--- config.mk ---
export PLATFORM = sky130hd
export DESIGN_NAME = pts_seq_flat
export DESIGN_NICKNAME = d
export VERILOG_FILES = /design/src/design/pts_pkg.sv /design/src/design/pts_in_if.sv /design/src/design/pts_seq.sv /design/src/flat_wrapper.sv
export SDC_FILE = /design/constraint.sdc
export NUM_CORES = 1
export LEC_CHECK = 0
export BUFFER_PORTS_ARGS = -buffer_cell sky130_fd_sc_hd__buf_4
export CAP_MARGIN = 20
export CORE_UTILIZATION = 45
export DETAILED_ROUTE_END_ITERATION = 16
export GPL_ROUTABILITY_DRIVEN = 0
export GPL_TIMING_DRIVEN = 0
export HOLD_SLACK_MARGIN = 0.05
export PLACE_DENSITY = 0.66
export SYNTH_ARGS = -nofsm -noshare
export SYNTH_HDL_FRONTEND = slang
export SYNTH_SLANG_ARGS = --single-unit
export TNS_END_PERCENT = 5
--- constraint.sdc ---
create_clock -name clk -period 6.5 [get_ports clk]
set_input_delay 0.325 -clock clk [delete_from_list [all_inputs] [get_ports clk]]
set_output_delay 0.325 -clock clk [all_outputs]
set_load 0.02 [all_outputs]
--- src/design/pts_pkg.sv ---
// ----------------------------------------------------------------------------
// pts_pkg
// shared codes, widths and result type of the process table scheduler
// ----------------------------------------------------------------------------
package pts_pkg;

  localparam int TABLE_SLOTS_DEFAULT = 64;

  // fixed part of one slot entry: state, pid, parent valid, channel, killed, exit
  localparam int ENTRY_FIXED_W = 3 + 31 + 1 + 32 + 1 + 32;

  // action codes
  localparam logic [2:0] ACT_SPAWN    = 3'd0;
  localparam logic [2:0] ACT_SCHEDULE = 3'd1;
  localparam logic [2:0] ACT_YIELD    = 3'd2;
  localparam logic [2:0] ACT_SLEEP    = 3'd3;
  localparam logic [2:0] ACT_WAKEUP   = 3'd4;
  localparam logic [2:0] ACT_KILL     = 3'd5;
  localparam logic [2:0] ACT_EXIT     = 3'd6;
  localparam logic [2:0] ACT_WAIT     = 3'd7;

  // slot lifecycle codes
  localparam logic [2:0] ST_UNUSED   = 3'd0;
  localparam logic [2:0] ST_SLEEPING = 3'd2;
  localparam logic [2:0] ST_RUNNABLE = 3'd3;
  localparam logic [2:0] ST_RUNNING  = 3'd4;
  localparam logic [2:0] ST_ZOMBIE   = 3'd5;

  // status codes
  localparam logic [1:0] STS_OK      = 2'd0;
  localparam logic [1:0] STS_FAIL    = 2'd1;
  localparam logic [1:0] STS_BLOCKED = 2'd2;
  localparam logic [1:0] STS_ILLEGAL = 2'd3;

  typedef struct packed {
    logic [1:0]         status;
    logic [5:0]         slot;
    logic [30:0]        pid;
    logic signed [31:0] exit_value;
    logic [6:0]         woken_count;
  } res_t;

endpackage

--- src/design/pts_in_if.sv ---
// ----------------------------------------------------------------------------
// pts_in_if
// request channel: one action beat with its operands
// ----------------------------------------------------------------------------
interface pts_in_if;
  logic               valid;
  logic               ready;
  logic [2:0]         action;
  logic [5:0]         parent_slot;
  logic               parent_valid;
  logic [31:0]        channel;
  logic [30:0]        target_pid;
  logic signed [31:0] exit_code;

  modport source (output valid, action, parent_slot, parent_valid, channel, target_pid,
                  exit_code, input ready);
  modport sink (input valid, action, parent_slot, parent_valid, channel, target_pid,
                exit_code, output ready);
endinterface

--- src/design/pts_seq.sv ---
// ----------------------------------------------------------------------------
// pts_seq
// action sequencer: scans the slot memory one entry per cycle
// ----------------------------------------------------------------------------
module pts_seq #(
  parameter int TABLE_SLOTS = pts_pkg::TABLE_SLOTS_DEFAULT
) (
  input  logic                                      clk,
  input  logic                                      rst,
  pts_in_if.sink                                    req,
  input  logic [5:0]                                init_slot,
  output logic                                      res_valid,
  input  logic                                      res_ready,
  output pts_pkg::res_t                             res,
  output logic                                      mem_we,
  output logic [$clog2(TABLE_SLOTS)-1:0]            mem_waddr,
  output logic [pts_pkg::ENTRY_FIXED_W+$clog2(TABLE_SLOTS)-1:0] mem_wdata,
  output logic [$clog2(TABLE_SLOTS)-1:0]            mem_raddr,
  input  logic [pts_pkg::ENTRY_FIXED_W+$clog2(TABLE_SLOTS)-1:0] mem_rdata
);
  import pts_pkg::*;

  localparam int SW = $clog2(TABLE_SLOTS);
  localparam int CW = $clog2(TABLE_SLOTS + 1);

  typedef struct packed {
    logic [2:0]  state;
    logic [30:0] pid;
    logic        pok;
    logic [SW-1:0] parent;
    logic [31:0] chan;
    logic        killed;
    logic [31:0] exit_val;
  } entry_t;

  typedef enum logic [2:0] {
    S_CLEAR, S_IDLE, S_RDP, S_RDW, S_SCAN, S_FIN, S_RESP
  } state_t;

  state_t        state;
  logic [SW-1:0] rd_addr;
  logic [CW-1:0] issue_cnt;
  logic          pend;
  logic [SW-1:0] pend_addr;
  logic          pass2;
  logic          kids;
  logic          moved;
  logic [6:0]    wcnt;
  entry_t        cur;
  logic          running_ok;
  logic [SW-1:0] running_slot;
  logic [SW-1:0] rr;
  logic [30:0]   next_id;
  logic [2:0]    act;
  logic [5:0]    pslot;
  logic          pvalid;
  logic [31:0]   chan;
  logic [30:0]   tpid;
  logic [31:0]   code;

  entry_t e;
  entry_t scan_wdata;
  entry_t fin_wdata;
  logic   issue;
  logic   hit;
  logic   upd;
  logic   child;
  logic   wake_hit;
  logic   init_in;
  logic   pslot_in;
  logic [30:0] id_inc;

  function automatic logic [SW-1:0] wrap_inc(input logic [SW-1:0] a);
    return (a == SW'(TABLE_SLOTS - 1)) ? '0 : a + 1'b1;
  endfunction

  assign e        = entry_t'(mem_rdata);
  assign issue    = (state == S_SCAN) && (issue_cnt != CW'(TABLE_SLOTS));
  assign init_in  = (32'(init_slot) < TABLE_SLOTS);
  assign pslot_in = (32'(pslot) < TABLE_SLOTS);
  assign child    = e.pok && (e.parent == running_slot);
  assign id_inc   = next_id + 31'd1;

  always_comb begin
    wake_hit = 1'b0;
    if (e.state == ST_SLEEPING && !(running_ok && pend_addr == running_slot)) begin
      if (act == ACT_WAKEUP) begin
        wake_hit = (e.chan == chan);
      end else begin
        wake_hit = (moved && init_in && e.chan == 32'(init_slot))
                || (cur.pok && e.chan == 32'(cur.parent));
      end
    end
  end

  // per-entry decision during a scan
  always_comb begin
    hit        = 1'b0;
    upd        = 1'b0;
    scan_wdata = e;
    unique case (act)
      ACT_SPAWN: begin
        hit               = (e.state == ST_UNUSED);
        scan_wdata        = '0;
        scan_wdata.state  = ST_RUNNABLE;
        scan_wdata.pid    = next_id;
        scan_wdata.pok    = pvalid && pslot_in;
        scan_wdata.parent = (pvalid && pslot_in) ? SW'(pslot) : '0;
      end
      ACT_SCHEDULE: begin
        hit              = (e.state == ST_RUNNABLE);
        scan_wdata.state = ST_RUNNING;
      end
      ACT_KILL: begin
        hit               = (e.pid == tpid);
        scan_wdata.killed = 1'b1;
        if (e.state == ST_SLEEPING) begin
          scan_wdata.state = ST_RUNNABLE;
          scan_wdata.chan  = '0;
        end
      end
      ACT_WAIT: begin
        hit        = child && (e.state == ST_ZOMBIE);
        scan_wdata = '0;
      end
      ACT_EXIT: begin
        if (!pass2) begin
          upd = child;
          if (init_in) begin
            scan_wdata.parent = SW'(init_slot);
          end else begin
            scan_wdata.pok    = 1'b0;
            scan_wdata.parent = '0;
          end
        end else begin
          upd              = wake_hit;
          scan_wdata.state = ST_RUNNABLE;
          scan_wdata.chan  = '0;
        end
      end
      ACT_WAKEUP: begin
        upd              = wake_hit;
        scan_wdata.state = ST_RUNNABLE;
        scan_wdata.chan  = '0;
      end
      default: begin
        hit = 1'b0;
      end
    endcase
  end

  // final write of the running slot
  always_comb begin
    fin_wdata = cur;
    unique case (act)
      ACT_YIELD: fin_wdata.state = ST_RUNNABLE;
      ACT_SLEEP: begin
        fin_wdata.state = ST_SLEEPING;
        fin_wdata.chan  = chan;
      end
      ACT_EXIT: begin
        fin_wdata.state    = ST_ZOMBIE;
        fin_wdata.exit_val = code;
      end
      ACT_WAIT: begin
        fin_wdata.state = ST_SLEEPING;
        fin_wdata.chan  = 32'(running_slot);
      end
      default: fin_wdata = cur;
    endcase
  end

  always_comb begin
    mem_we    = 1'b0;
    mem_waddr = pend_addr;
    mem_wdata = scan_wdata;
    if (state == S_CLEAR) begin
      mem_we    = 1'b1;
      mem_waddr = rd_addr;
      mem_wdata = '0;
    end else if (state == S_FIN) begin
      mem_we    = 1'b1;
      mem_waddr = running_slot;
      mem_wdata = fin_wdata;
    end else if (state == S_SCAN && pend && (hit || upd)) begin
      mem_we = 1'b1;
    end
  end

  assign mem_raddr = (state == S_RDP) ? running_slot : rd_addr;
  assign req.ready = (state == S_IDLE);
  assign res_valid = (state == S_RESP);

  always_ff @(posedge clk) begin
    if (rst) begin
      state        <= S_CLEAR;
      rd_addr      <= '0;
      issue_cnt    <= '0;
      pend         <= 1'b0;
      running_ok   <= 1'b0;
      running_slot <= '0;
      rr           <= '0;
      next_id      <= 31'd1;
    end else begin
      unique case (state)
        S_CLEAR: begin
          rd_addr <= wrap_inc(rd_addr);
          if (rd_addr == SW'(TABLE_SLOTS - 1)) begin
            state <= S_IDLE;
          end
        end
        S_IDLE: begin
          if (req.valid) begin
            act       <= req.action;
            pslot     <= req.parent_slot;
            pvalid    <= req.parent_valid;
            chan      <= req.channel;
            tpid      <= req.target_pid;
            code      <= req.exit_code;
            res       <= '0;
            pend      <= 1'b0;
            issue_cnt <= '0;
            pass2     <= 1'b0;
            kids      <= 1'b0;
            moved     <= 1'b0;
            wcnt      <= '0;
            rd_addr   <= (req.action == ACT_SCHEDULE) ? rr : '0;
            unique case (req.action)
              ACT_SPAWN, ACT_WAKEUP: state <= S_SCAN;
              ACT_SCHEDULE: begin
                if (running_ok) begin
                  res.status <= STS_FAIL;
                  state      <= S_RESP;
                end else begin
                  state <= S_SCAN;
                end
              end
              ACT_KILL: begin
                if (req.target_pid == '0) begin
                  res.status <= STS_FAIL;
                  state      <= S_RESP;
                end else begin
                  state <= S_SCAN;
                end
              end
              default: begin
                if (!running_ok) begin
                  res.status <= STS_ILLEGAL;
                  state      <= S_RESP;
                end else begin
                  state <= S_RDP;
                end
              end
            endcase
          end
        end
        S_RDP: state <= S_RDW;
        S_RDW: begin
          cur      <= e;
          res.slot <= 6'(running_slot);
          res.pid  <= e.pid;
          unique case (act)
            ACT_EXIT: begin
              if (32'(running_slot) == 32'(init_slot)) begin
                res.status <= STS_ILLEGAL;
                state      <= S_RESP;
              end else begin
                state <= S_SCAN;
              end
            end
            ACT_WAIT: state <= S_SCAN;
            default:  state <= S_FIN;
          endcase
        end
        S_SCAN: begin
          if (issue) begin
            rd_addr   <= wrap_inc(rd_addr);
            issue_cnt <= issue_cnt + 1'b1;
          end
          pend      <= issue;
          pend_addr <= rd_addr;
          if (pend) begin
            if (upd) begin
              wcnt <= wcnt + 7'd1;
            end
            if (act == ACT_EXIT && !pass2 && child) begin
              moved <= 1'b1;
              if (pend_addr == running_slot) begin
                cur.pok    <= scan_wdata.pok;
                cur.parent <= scan_wdata.parent;
              end
            end
            if (act == ACT_WAIT && child) begin
              kids <= 1'b1;
            end
            if (hit) begin
              res.slot <= 6'(pend_addr);
              state    <= S_RESP;
              unique case (act)
                ACT_SPAWN: begin
                  res.pid <= next_id;
                  next_id <= (id_inc == '0) ? 31'd1 : id_inc;
                end
                ACT_SCHEDULE: begin
                  res.pid      <= e.pid;
                  running_ok   <= 1'b1;
                  running_slot <= pend_addr;
                  rr           <= wrap_inc(pend_addr);
                end
                ACT_WAIT: begin
                  res.pid        <= e.pid;
                  res.exit_value <= e.exit_val;
                end
                default: res.pid <= tpid;
              endcase
            end
          end else if (issue_cnt == CW'(TABLE_SLOTS)) begin
            unique case (act)
              ACT_WAKEUP: begin
                res.woken_count <= wcnt;
                state           <= S_RESP;
              end
              ACT_EXIT: begin
                if (!pass2) begin
                  pass2     <= 1'b1;
                  issue_cnt <= '0;
                  rd_addr   <= '0;
                end else begin
                  state <= S_FIN;
                end
              end
              ACT_WAIT: begin
                if (!kids || cur.killed) begin
                  res.status <= STS_FAIL;
                  state      <= S_RESP;
                end else begin
                  state <= S_FIN;
                end
              end
              default: begin
                res.status <= STS_FAIL;
                state      <= S_RESP;
              end
            endcase
          end
        end
        S_FIN: begin
          running_ok <= 1'b0;
          res.status <= (act == ACT_WAIT) ? STS_BLOCKED : STS_OK;
          state      <= S_RESP;
        end
        S_RESP: begin
          if (res_ready) begin
            state <= S_IDLE;
          end
        end
        default: state <= S_IDLE;
      endcase
    end
  end
endmodule
--- src/flat_wrapper.sv ---
// flat-port wrapper written by rule: the top's interface ports become plain ports
module pts_seq_flat import pts_pkg::*;
#(
  parameter int TABLE_SLOTS = pts_pkg::TABLE_SLOTS_DEFAULT
)
  (clk, rst, init_slot, res_valid, res_ready, res, mem_we, mem_waddr, mem_wdata, mem_raddr, mem_rdata, req_valid, req_action, req_parent_slot, req_parent_valid, req_channel, req_target_pid, req_exit_code, req_ready);
  pts_in_if req_i ();
  input  logic clk;
  input  logic rst;
  input  logic [5:0] init_slot;
  output logic res_valid;
  input  logic res_ready;
  output pts_pkg::res_t res;
  output logic mem_we;
  output logic [$clog2(TABLE_SLOTS)-1:0] mem_waddr;
  output logic [pts_pkg::ENTRY_FIXED_W+$clog2(TABLE_SLOTS)-1:0] mem_wdata;
  output logic [$clog2(TABLE_SLOTS)-1:0] mem_raddr;
  input  logic [pts_pkg::ENTRY_FIXED_W+$clog2(TABLE_SLOTS)-1:0] mem_rdata;
  input wire logic [$bits(req_i.valid)-1:0] req_valid;
  input wire logic [$bits(req_i.action)-1:0] req_action;
  input wire logic [$bits(req_i.parent_slot)-1:0] req_parent_slot;
  input wire logic [$bits(req_i.parent_valid)-1:0] req_parent_valid;
  input wire logic [$bits(req_i.channel)-1:0] req_channel;
  input wire logic [$bits(req_i.target_pid)-1:0] req_target_pid;
  input wire logic [$bits(req_i.exit_code)-1:0] req_exit_code;
  output wire logic [$bits(req_i.ready)-1:0] req_ready;
  assign req_i.valid = req_valid;
  assign req_i.action = req_action;
  assign req_i.parent_slot = req_parent_slot;
  assign req_i.parent_valid = req_parent_valid;
  assign req_i.channel = req_channel;
  assign req_i.target_pid = req_target_pid;
  assign req_i.exit_code = req_exit_code;
  assign req_ready = req_i.ready;
  pts_seq #(.TABLE_SLOTS(TABLE_SLOTS)) u_core (.clk(clk), .rst(rst), .req(req_i), .init_slot(init_slot), .res_valid(res_valid), .res_ready(res_ready), .res(res), .mem_we(mem_we), .mem_waddr(mem_waddr), .mem_wdata(mem_wdata), .mem_raddr(mem_raddr), .mem_rdata(mem_rdata));
endmodule
### Word level (Yosys, flattened, before mapping)

Cells that the tools add are included.

| word-level totals | value |
|---|---|
| register bits | 366 |
| input port bits | 221 |
| output and inout port bits | 199 |
| word-level logic and storage cells | 251 |

| operators by class | value |
|---|---|
| $add $sub $neg | 5 |
| eq/ne operators | 52 |
| muxes and demuxes | 107 |
| bitwise operators | 1 |
| reduce and logical (&&, ||, !) cells | 55 |

Operators by type and width:

| operator | count |
|---|---|
| $mux 106 | 2 |
| $mux 32 | 5 |
| $mux 69 | 2 |
| $pmux 31 s2 | 2 |
| $pmux 37 s3 | 1 |
| $mux 7 | 14 |
| $pmux 32 s3 | 1 |
| $mux 6 | 14 |
| $mux 78 | 1 |
| $pmux 39 s2 | 1 |
| $eq 32x6->1 | 2 |
| $pmux 32 s2 | 1 |
| $logic_not 31->1 | 2 |
| $pmux 7 s2 | 3 |
| $eq 32x32->1 | 1 |
| $add 31x1->31 const B | 1 |
| $eq 31x31->1 | 1 |
| $mux 31 | 1 |
| $eq 3x3->1 const B | 10 |
| $mux 3 | 10 |
| $reduce_and 5->1 | 5 |
| $ne 2x2->1 const B | 12 |
| $reduce_and 6->1 | 4 |
| $mux 2 | 11 |
| 38 further kinds | 113 |

### Longest topological paths before layout

Gate-level depths: netlist (run 1).

| logic depth | value |
|---|---|
| word-level depth | 12 |
| mapped depth | 11 |
| gate-level depth less buffers | 9 |

### Worst setup path after synthesis (run 1)

No wires, ideal clock.

| path | value |
|---|---|
| path type | flip-flop to flip-flop |
| start | reg u_core.state[0] |
| end | reg u_core.cur[0] (netlist name) (enable) |
| library setup time | 0.558 ns |
| data arrival time | 5.030 ns |
| data required time | 5.942 ns |
| slack | 0.912 ns |
| cell stages (with the launch flop) | 6 |
| path buffers | 1 |
| period minus slack after synthesis | 5.588 ns |
| path through | dfxtp_1 clkbuf_1 inv_1 nor2_1 nand2_1 nor2_1 |

| between the ends | value |
|---|---|
| word-level cells in the longest chain between the ends | 2 |

RTL lines:

| item | RTL line | text |
|---|---|---|
| from (decl) | pts_seq.sv:40 | `state_t state;` |
| from (signal assigned) | pts_seq.sv:196 | `state <= S_CLEAR;` |
| from (signal assigned) | pts_seq.sv:209 | `state <= S_IDLE;` |
| from (signal assigned) | pts_seq.sv:229 | `ACT_SPAWN, ACT_WAKEUP: state <= S_SCAN;` |
| $eq 3x2->1 | pts_seq.sv:205 | `unique case (state)` |
| $reduce_and 2->1 (no line) | -- |  |
| to (decl) | pts_seq.sv:49 | `entry_t cur;` |

Every way passes these cells.
A chain may end at the register's enable or synchronous reset.

### Worst setup path in the final report (run 1)

| path | value |
|---|---|
| start | reg u_core.act[1] |
| end | out mem_we |

| between the ends | value |
|---|---|
| word-level cells in the longest chain between the ends | 10 |
| elaborated cells on any way between the ends | 16 |
| those cells by class | eq/ne: 5; mux: 8; reduce/logical: 3 |

RTL lines:

| item | RTL line | text |
|---|---|---|
| from (decl) | pts_seq.sv:54 | `logic [2:0] act;` |
| from (signal assigned) | pts_seq.sv:214 | `act <= req.action;` |
| $eq 3x3->1 | pts_seq.sv:87, pts_seq.sv:101 |  |
| $mux 1 | pts_seq.sv:87 | `if (act == ACT_WAKEUP) begin` |
| $mux 1 | pts_seq.sv:86 | `if (e.state == ST_SLEEPING && !(running_ok && pend_addr == running_slot)) begin` |
| $mux 1 | pts_seq.sv:127 | `if (!pass2) begin` |
| $pmux 1 s2 | pts_seq.sv:101 | `unique case (act)` |
| $logic_or 1x1->1 * | pts_seq.sv:185 | `end else if (state == S_SCAN && pend && (hit \|\| upd)) begin` |
| $logic_and 1x1->1 * | pts_seq.sv:185 |  |
| $mux 1 * | pts_seq.sv:185 |  |
| $mux 1 * | pts_seq.sv:181 | `end else if (state == S_FIN) begin` |
| $mux 1 * | pts_seq.sv:177 | `if (state == S_CLEAR) begin` |
| to (decl) | flat_wrapper.sv:14 | `output logic mem_we;` |

Every way passes the cells marked *; elsewhere a longest branch is shown, timed or not.

==> metrics.md, run 1 <==
| Metric | Value |
|---|---|
| Cell Pwr Density | slightly below 200 nW/um^2 |
| Ranking of synthesized cells by area | sky130_fd_sc_hd__edfxtp_1 49%, sky130_fd_sc_hd__dfxtp_1 6.6%, sky130_fd_sc_hd__xnor2_1 4.9%, sky130_fd_sc_hd__nor2_1 4.4%, sky130_fd_sc_hd__nand2_1 3.8% |
| Uppermost layer routed | met5 |
| Die ar. | ~42000 um^2 |
| Layout Area Growth over Synthesis | 39.7% |
| Iteration count of the initial detailed-routing pass | 6 |
| Relative max-transition margin | 0.209 |
| Buffer levels on the longest clock path | 3 |
| Max-slew violation count | 0 |
| DRC Markers | 0 |
| Post-synthesis cell count | 1798 |
| Clock tree from TritonCTS | done |
| Sink count of the clock tree | roughly 370 |
| Least-Margin Pin Slew | 1.19 ns |
| Worst Path Required | roughly 6.2 ns |
| Area fraction in compound gates after synthesis | 0.138 |
| PnR Total Power | about 5 mW |
| Outcome | complete, no violations |
| RSZ-0062 raised after global routing | no |
| Die height | roughly 200 um |
| Netlist area before placement | roughly 19000 um^2 |
| WP buf/inv | 2 |
| Clock-pin slew of the registers on the worst-case setup and hold paths | approximately 0.06 ns |
| Clock latency of the later-clocked register in the worst-skew pair | between 0.5 and 0.6 ns |
| Port-buffer cells | between 400 and 500 |
| Total of endpoints with negative setup slack in the final report | 0 |
| Area after detailed placement | about 23000 um^2 |
| Kind of capture point of the worst setup path | primary output |
| CP max-delay cell | sky130_fd_sc_hd__a2111oi_0 |
| Total length of routed met3 wires | 6.86 mm |
| Antenna violations before repair | 2 |
| Synthesis-stage register bit count | 366 |
| Net total in the final layout | approximately 2700 |
| Drt via density | 5.88 |
| Standby leakage power | 9.38 nW |
| Top Family by Delay on Critical Path | compound AO/OA/AOI/OAI gates |
| Simple-gate portion of the synthesized area | 0.185 |
| Post-detailed-routing wire length | 70.5 mm |
| Detailed-route via count | roughly 18000 |
| Routed wire per std cell | around 23 um |
| Total Negative Setup Slacks | 0 ns |
| Number of different library cells in the post-synthesis netlist | 66 |
| Worst setup path category | reg -> out |
| Hold Crit Class | in -> reg |
| Setup clock skew after layout | about 0.026 ns |
| Critical Path Fanout Max | 10 |
| Share of cell area taken by muxes after synthesis | 0.0144 |
| Multi-input combinational cell area | ~7500 um^2 |
| Data arrival time at the worst-slack endpoint | 4.16 ns |
| Kind of launch point of the worst setup path | flop |
| Remaining global-route overflow | 0 |
| Leading cell type by number of instances after synthesis | sky130_fd_sc_hd__edfxtp_1 |
| Wire length on met2 | between 30 and 40 mm |
| Xor and xnor area share after synthesis | 0.0610 |
| Maximum ir drop on the vdd rail | 0.190 mV |
| Count of placed standard cells in the final layout, fillers left out | 3033 |
| Storage element area | between 10000 and 15000 um^2 |
| Worst stage delay on the critical path | between 0.7 and 0.8 ns |
| Syn Nets | 2025 |
| Arithmetic-cell share of the synthesized area counting full adders, half adders and majority gates | 0.00405 |
| # Max-Cap Violations | 0 |
| Chain of cells forming the critical path | buf_2 > nor3b_1 > nand3_1 > nor4_1 > nand4_1 > a2111oi_0 > o31ai_1 > a211oi_1 > buf_4 |
| Post-synthesis area per instance | just over 10 um^2 |
| Hold Violations, Final | 0 |
| Clock root buffer | sky130_fd_sc_hd__clkbuf_16 |
| Vias in the first global route | roughly 17000 |
| Most common library cells after synthesis | 305 x sky130_fd_sc_hd__edfxtp_1, 216 x sky130_fd_sc_hd__nor2_1, 187 x sky130_fd_sc_hd__nand2_1 |
| Proportion of netlist area held by the largest area contributor | 0.495 |
| Width of the die | approximately 200 um |
| Filler cell count in the final layout | 3262 |
| Library cell with the largest summed area after synthesis | sky130_fd_sc_hd__edfxtp_1 |
| Dominant register cell in the synthesized netlist | sky130_fd_sc_hd__edfxtp_1 |
| Fraction of layout instances using a drive strength above 1 | 0.217 |
| H-tree level count | 2 |
| First-pass GRT wire length | roughly 100 mm |
| Shortest clock period the worst path allows after layout | between 4 and 5 ns |
| CTS Buf Count | just over 40 |
| Largest family of logic cells by synthesized area | simple AND/OR/NAND/NOR gates |
| Final core utilization | 0.644 |
| Period utilization | 0.690 |
| Tot GR Track Use | 0.330 |
| Pin count of the biggest net entering global routing | between 40 and 50 |
| DP HPWL | just over 50 mm |
| Starting density of the core | 0.461 |
| Antenna-violating nets left | 0 |
| Core region area | 40200 um^2 |
| Number of placed cells counting well taps | approximately 2800 |
| Total number of yosys warnings | 0 |
| M1 WL | around 27 mm |
| Count of buffers added by post-CTS timing repair for setup | 0 |
| Iteration-0 DRC count of the detailed router | 1650 |
| Count of boundary I/O pins | between 400 and 500 |
| Post-synth EDFFs | approximately 300 |
| FMAX | roughly 220 MHz |
| Asr flop ratio synth | 0 |
| Site Rows | 73 |
| Fraction of the yosys area taken by sequential cells | 0.560 |
| Design Area, Final | 25900 um^2 |
==> through the flow <==
step | hold WS, ns | setup WS [ns]
finish | 0.0836 | 2.02
global route | 0.101 | 1.82
CTS | 0.0645 | 2.03
detailed placement | 0.461 | 2.59
global placement | 0.460 | -2.16
floorplan | 0.424 | 0.912
==> worst register-to-register path, cell delays in order (launching register included) <==
cell and delay (ns):
sky130_fd_sc_hd__edfxtp_1 0.38, sky130_fd_sc_hd__buf_2 0.19, sky130_fd_sc_hd__nor3b_1 0.63, sky130_fd_sc_hd__nand3_1 0.16, sky130_fd_sc_hd__nor4_1 0.33, sky130_fd_sc_hd__nand4_1 0.25, sky130_fd_sc_hd__a2111oi_0 0.78, sky130_fd_sc_hd__o21ai_0 0.17
sky130_fd_sc_hd__a21oi_1 0.75
==> cells by family after synthesis <==
family / after synthesis
xor+xnor: 129
mux: 26
buf+inv: 166
simple gates: 707
flops: 366
fa+ha+maj: 6
compound gates: 398
==> sequential cells by signal (all words and copies together), names as in the netlist <==
| signal | count |
|---|---|
| u_core.wcnt | 7 |
| u_core.rr | 6 |
| u_core.code | 32 |
| u_core.pvalid | 1 |
| u_core.running_ok | 1 |
| u_core.running_slot | 6 |
| u_core.pend | 1 |
| u_core.act | 3 |
| u_core.next_id | 31 |
| u_core.kids | 1 |
| u_core.pslot | 6 |
| u_core.rd_addr | 6 |
| u_core.cur | 106 |
| u_core.pass2 | 1 |
| u_core.tpid | 31 |
| u_core.state | 3 |
| u_core.issue_cnt | 7 |
| u_core.moved | 1 |
| u_core.pend_addr | 6 |
| u_core.chan | 32 |
| u_core.res | 78 |
==> cells in the final DEF, fill, tap and decap left out, types with 7 or more instances in the layout <==
master,netlist,final
sky130_fd_sc_hd__buf_4,3,423
sky130_fd_sc_hd__edfxtp_1,305,305
sky130_fd_sc_hd__nor2_1,216,215
sky130_fd_sc_hd__dlygate4sd3_1,0,205
sky130_fd_sc_hd__nand2_1,187,187
sky130_fd_sc_hd__a21oi_1,128,127
sky130_fd_sc_hd__clkbuf_1,114,122
sky130_fd_sc_hd__xnor2_1,104,104
sky130_fd_sc_hd__o21ai_0,81,81
sky130_fd_sc_hd__dfxtp_1,61,61
sky130_fd_sc_hd__nor3_1,57,57
sky130_fd_sc_hd__and2_1,47,47
sky130_fd_sc_hd__a31oi_1,43,43
sky130_fd_sc_hd__clkbuf_16,0,42
sky130_fd_sc_hd__a22oi_1,40,40
sky130_fd_sc_hd__nor4_1,38,38
sky130_fd_sc_hd__nand4_1,38,38
sky130_fd_sc_hd__a221oi_1,31,31
sky130_fd_sc_hd__nor3b_1,29,29
sky130_fd_sc_hd__nand3_1,27,27
sky130_fd_sc_hd__buf_2,24,25
sky130_fd_sc_hd__xor2_1,25,25
sky130_fd_sc_hd__mux2i_1,21,21
sky130_fd_sc_hd__inv_1,16,16
sky130_fd_sc_hd__or3_1,15,15
sky130_fd_sc_hd__a211oi_1,15,14
sky130_fd_sc_hd__clkinv_1,0,11
sky130_fd_sc_hd__and3_1,11,10
sky130_fd_sc_hd__nand2b_1,9,9
sky130_fd_sc_hd__o31ai_1,9,9
sky130_fd_sc_hd__clkinv_2,0,8
sky130_fd_sc_hd__buf_1,7,7
sky130_fd_sc_hd__and4_1,7,7
==> final timing paths <==
path	slack (ns)	depth (start not counted)	startpoint	endpoint
setup reg to reg	2.47	8	u_core.act[1]	u_core.wcnt[6]
hold reg to reg	0.46	2	u_core.rr[4]	u_core.rd_addr[4]
setup / recovery	2.02	9	u_core.act[1]	mem_we
hold / removal	0.08	3	mem_rdata[69]	u_core.cur[69]
==> power by group <==
| part | switching [mW] | internal (mW) | total, mW |
|---|---|---|---|
| combinational | 0.150 | 0.209 | 0.359 |
| clock | 0.949 | 1.24 | 2.19 |
| sequential | 0.00473 | 2.53 | 2.53 |
==> timing repair <==
action | in CTS | in global routing
endpoints found under the hold margin | 213 | 0
setup endpoints to repair | 0 | 0
hold buffers | 205 | 0
resized for setup | 0 | 0
==> layer usage <==
metal  global-route usage  vias to the layer above
met3               0.0673                      160
met1                0.418                     8658
met5                    0                        -
met4                0.120                        2
li1                     -                     7993
met2                0.556                     1031
==> layout make-up <==
type	count	area share
Antenna cell	1	0.0000967
Buffer	150	0.0239
Clock buffer	52	0.0428
Clock inverter	22	0.00522
Inverter	16	0.00232
Multi-Input combinational cell	1266	0.290
Sequential cell	366	0.401
Tap cell	525	0.0254
Timing Repair Buffer	635	0.209
(Power assumes the default switching activity.)
==> run 2, diff against run 1 <==
clock period = 4.7 ns   (was 6.5 ns; I/O delays follow)
==> run 2 against run 1 <==
Cell count increased by 0.33%; worst setup slack worse by 1.8 ns; cell area up 0.33%; core utilization rose by 0.21 points; sequential power up 38%; clock power grew 47%; sequential share of layout area fell by 0.13 points; clock skew shrank 0.0091 ns; register-to-register slack worse by 1.8 ns; combinational power rose by 40%.
==> metrics.md, run 2 (same netlist as run 1, synthesis figures left out) <==
| Metric | Value |
|---|---|
| Total of endpoints with negative setup slack in the final report | 0 (unchanged) |
| Kind of launch point of the worst setup path | flop |
| PnR Total Power | 7.22 mW (+42%) |
| Layout Area Growth over Synthesis | 40.2% |
| Period utilization | 0.952 |
| Net total in the final layout | 2710 (+0.26%) |
| Critical Path Fanout Max | 10 (unchanged) |
| DRC Markers | 0 (unchanged) |
| Width of the die | 205 um (unchanged) |
| Design Area, Final | 26000 um^2 (+0.33%) |
| Share of power burned in the clock network | 0.445 (+0.014) |
| Cell Pwr Density | 278 nW/um^2 (+41%) |
| Cells resized by post-CTS repair | 0 (unchanged) |
| Switching Share | 0.218 (+0.00144) |
| First-pass GRT wire length | 104 mm (+0.18%) |
| Core region area | 40200 um^2 (unchanged) |
| Shortest clock period the worst path allows after layout | about 4.5 ns |
| # Max-Cap Violations | 0 (unchanged) |
| Int Power | 5.64 mW (+42%) |
| Clock tree from TritonCTS | done |
| Buffer levels on the longest clock path | 3 (unchanged) |
| Largest reg by FF count | u_core.cur |
| Detailed-route via count | 17800 (-0.011%) |
| Tot GR Track Use | 0.330 (about the same) |
| RSZ-0062 raised after global routing | no |
| Antenna violations before repair | 3 (+1) |
| Part of the power in registers | 0.485 (-0.013) |
| Most frequent standard cell in the layout excluding fill and tap cells | sky130_fd_sc_hd__buf_4 |
| Count of buffers added by post-CTS timing repair for setup | 0 (unchanged) |
| Post-detailed-routing wire length | 70.2 mm (-0.46%) |
| Least-Margin Pin Slew | 1.06 ns (-0.126 ns) |
| Number of hold buffers added after cts | 212 (+3.4%) |
| Register-to-Register Path Depth | 8 (unchanged) |
| Leading cell types in the layout, fill and taps excluded | 423 x sky130_fd_sc_hd__buf_4, 305 x sky130_fd_sc_hd__edfxtp_1, 215 x sky130_fd_sc_hd__nor2_1 |
| Drt via density | 5.86 (-0.34%) |
| Pin count of the biggest net entering global routing | 60 (+30%) |
| Count of boundary I/O pins | 420 (unchanged) |
| Maximum ir drop on the vdd rail | 0.250 mV (+32%) |
| Psw | 1.58 mW (+43%) |
| Standby leakage power | 9.42 nW (+0.48%) |
| Cell depth of the worst min-delay path | 3 (unchanged) |
| Filler cell count in the final layout | 3212 (-1.5%) |
| Die height | 205 um (unchanged) |
| Worst setup path category | reg -> out |
| Port-buffer cells | 419 (unchanged) |
| Starting density of the core | 0.461 (unchanged) |
| Clock-pin slew of the registers on the worst-case setup and hold paths | 0.06 ns (about the same) |
| Area after detailed placement | 22500 um^2 (-0.24%) |
| Hold Violations, Final | 0 (unchanged) |
| Iteration-0 DRC count of the detailed router | 1795 (+8.8%) |
| Max-slew violation count | 0 (unchanged) |
| Sink count of the clock tree | 366 (unchanged) |
| DP HPWL | 50.5 mm (-0.75%) |
| Data arrival time at the worst-slack endpoint | 4.24 ns (+0.08 ns) |
| Die ar. | 42000 um^2 (unchanged) |
| Vias in the first global route | 17500 (+0.51%) |
| Hold Crit Class | in -> reg |
| Largest register FFs | 106 (unchanged) |
| Clock root buffer | sky130_fd_sc_hd__clkbuf_16 |
| Registers with the most flip-flops | u_core.cur (106), u_core.res (78) |
| Relative max-transition margin | 0.287 (+0.0775) |
| Routed wire per std cell | 23.1 um (-0.78%) |
| Remaining global-route overflow | 0 (unchanged) |
| Site Rows | 73 (unchanged) |
| Setup clock skew after layout | 0.0173 ns (-0.00910 ns) |
| Worst Path Required | 4.47 ns (-1.70 ns) |
| Clock latency of the later-clocked register in the worst-skew pair | 0.57 ns (about the same) |
| Combinational power share | 0.069 (-0.002) |
| H-tree level count | 2 (unchanged) |
| Kind of capture point of the worst setup path | primary output |
| Iteration count of the initial detailed-routing pass | 7 (+1) |
| Fraction of layout instances using a drive strength above 1 | 0.216 (-0.000689) |
| Outcome | complete, no violations |
| Antenna-violating nets left | 0 (unchanged) |
| FMAX | between 200 and 250 MHz |
| CTS Buf Count | 42 (+2.4%) |
## run 2: metrics by stage
step | utilization | TNS (ns) | hold WS [ns] | instances | setup slack (ns)
floorplan | - | -13.25 | 0.334 | 1798 | -0.358
global placement | 0.556 | -374.67 | 0.413 | 2742 | -2.76
detailed placement | 0.560 | 0 | 0.414 | 2750 | 0.727
CTS | 0.646 | 0 | 0.0931 | 3038 | 0.304
global route | 0.646 | 0 | 0.112 | 3043 | 0.161
finish | 0.646 | 0 | 0.123 | 3043 | 0.224
## run 2: critical path, cell delays in order, from the launching register on
cell                        delay (ns)
sky130_fd_sc_hd__edfxtp_1         0.38
sky130_fd_sc_hd__buf_2            0.20
sky130_fd_sc_hd__nor3b_1          0.72
sky130_fd_sc_hd__nand3_1          0.14
sky130_fd_sc_hd__nor4_1           0.37
sky130_fd_sc_hd__nand4_1          0.26
sky130_fd_sc_hd__a2111oi_0        0.76
sky130_fd_sc_hd__o31ai_1          0.14
sky130_fd_sc_hd__a211oi_1         0.48
sky130_fd_sc_hd__buf_4            0.23
## run 2: power groups by stage
stage | clock (mW) | sequential [mW] | combinational, mW
after floorplan | 0 | 3.57 | 0.0937
after global placement | 0 | 3.57 | 0.338
after detailed placement | 0 | 3.57 | 0.342
after CTS | 3.24 | 3.50 | 0.492
after global routing | 3.36 | 3.50 | 0.525
final | 3.21 | 3.50 | 0.501
## run 2: final timing paths
check	start	endpoint	slack (ns)
worst max-delay path	u_core.act[1]	mem_we	0.22
worst min-delay path	init_slot[5]	u_core.cur[70]	0.12
worst max register to register	u_core.act[1]	u_core.wcnt[4]	0.65
worst min register to register	u_core.rr[4]	u_core.rd_addr[4]	0.47
## run 2: layout make-up
type                            count  area [um^2]  share of cell area
Clock buffer                       53         1120              0.0433
Clock inverter                     23          180             0.00694
Multi-Input combinational cell   1266         7500               0.289
Buffer                            150          619              0.0239
Antenna cell                        3         7.51            0.000289
Tap cell                          525          657              0.0253
Sequential cell                   366        10400               0.400
Inverter                           16         60.1             0.00231
Timing Repair Buffer              641         5440               0.209
## run 2: routing by layer
| metal | GRT usage | vias to the layer above | wire [um] |
|---|---|---|---|
| met3 | 0.0647 | 187 | 6920 |
| met5 | 0 | - | 0 |
| li1 | - | 7994 | - |
| met4 | 0.144 | 0 | 2960 |
| met1 | 0.418 | 8611 | 26800 |
| met2 | 0.547 | 1050 | 33500 |
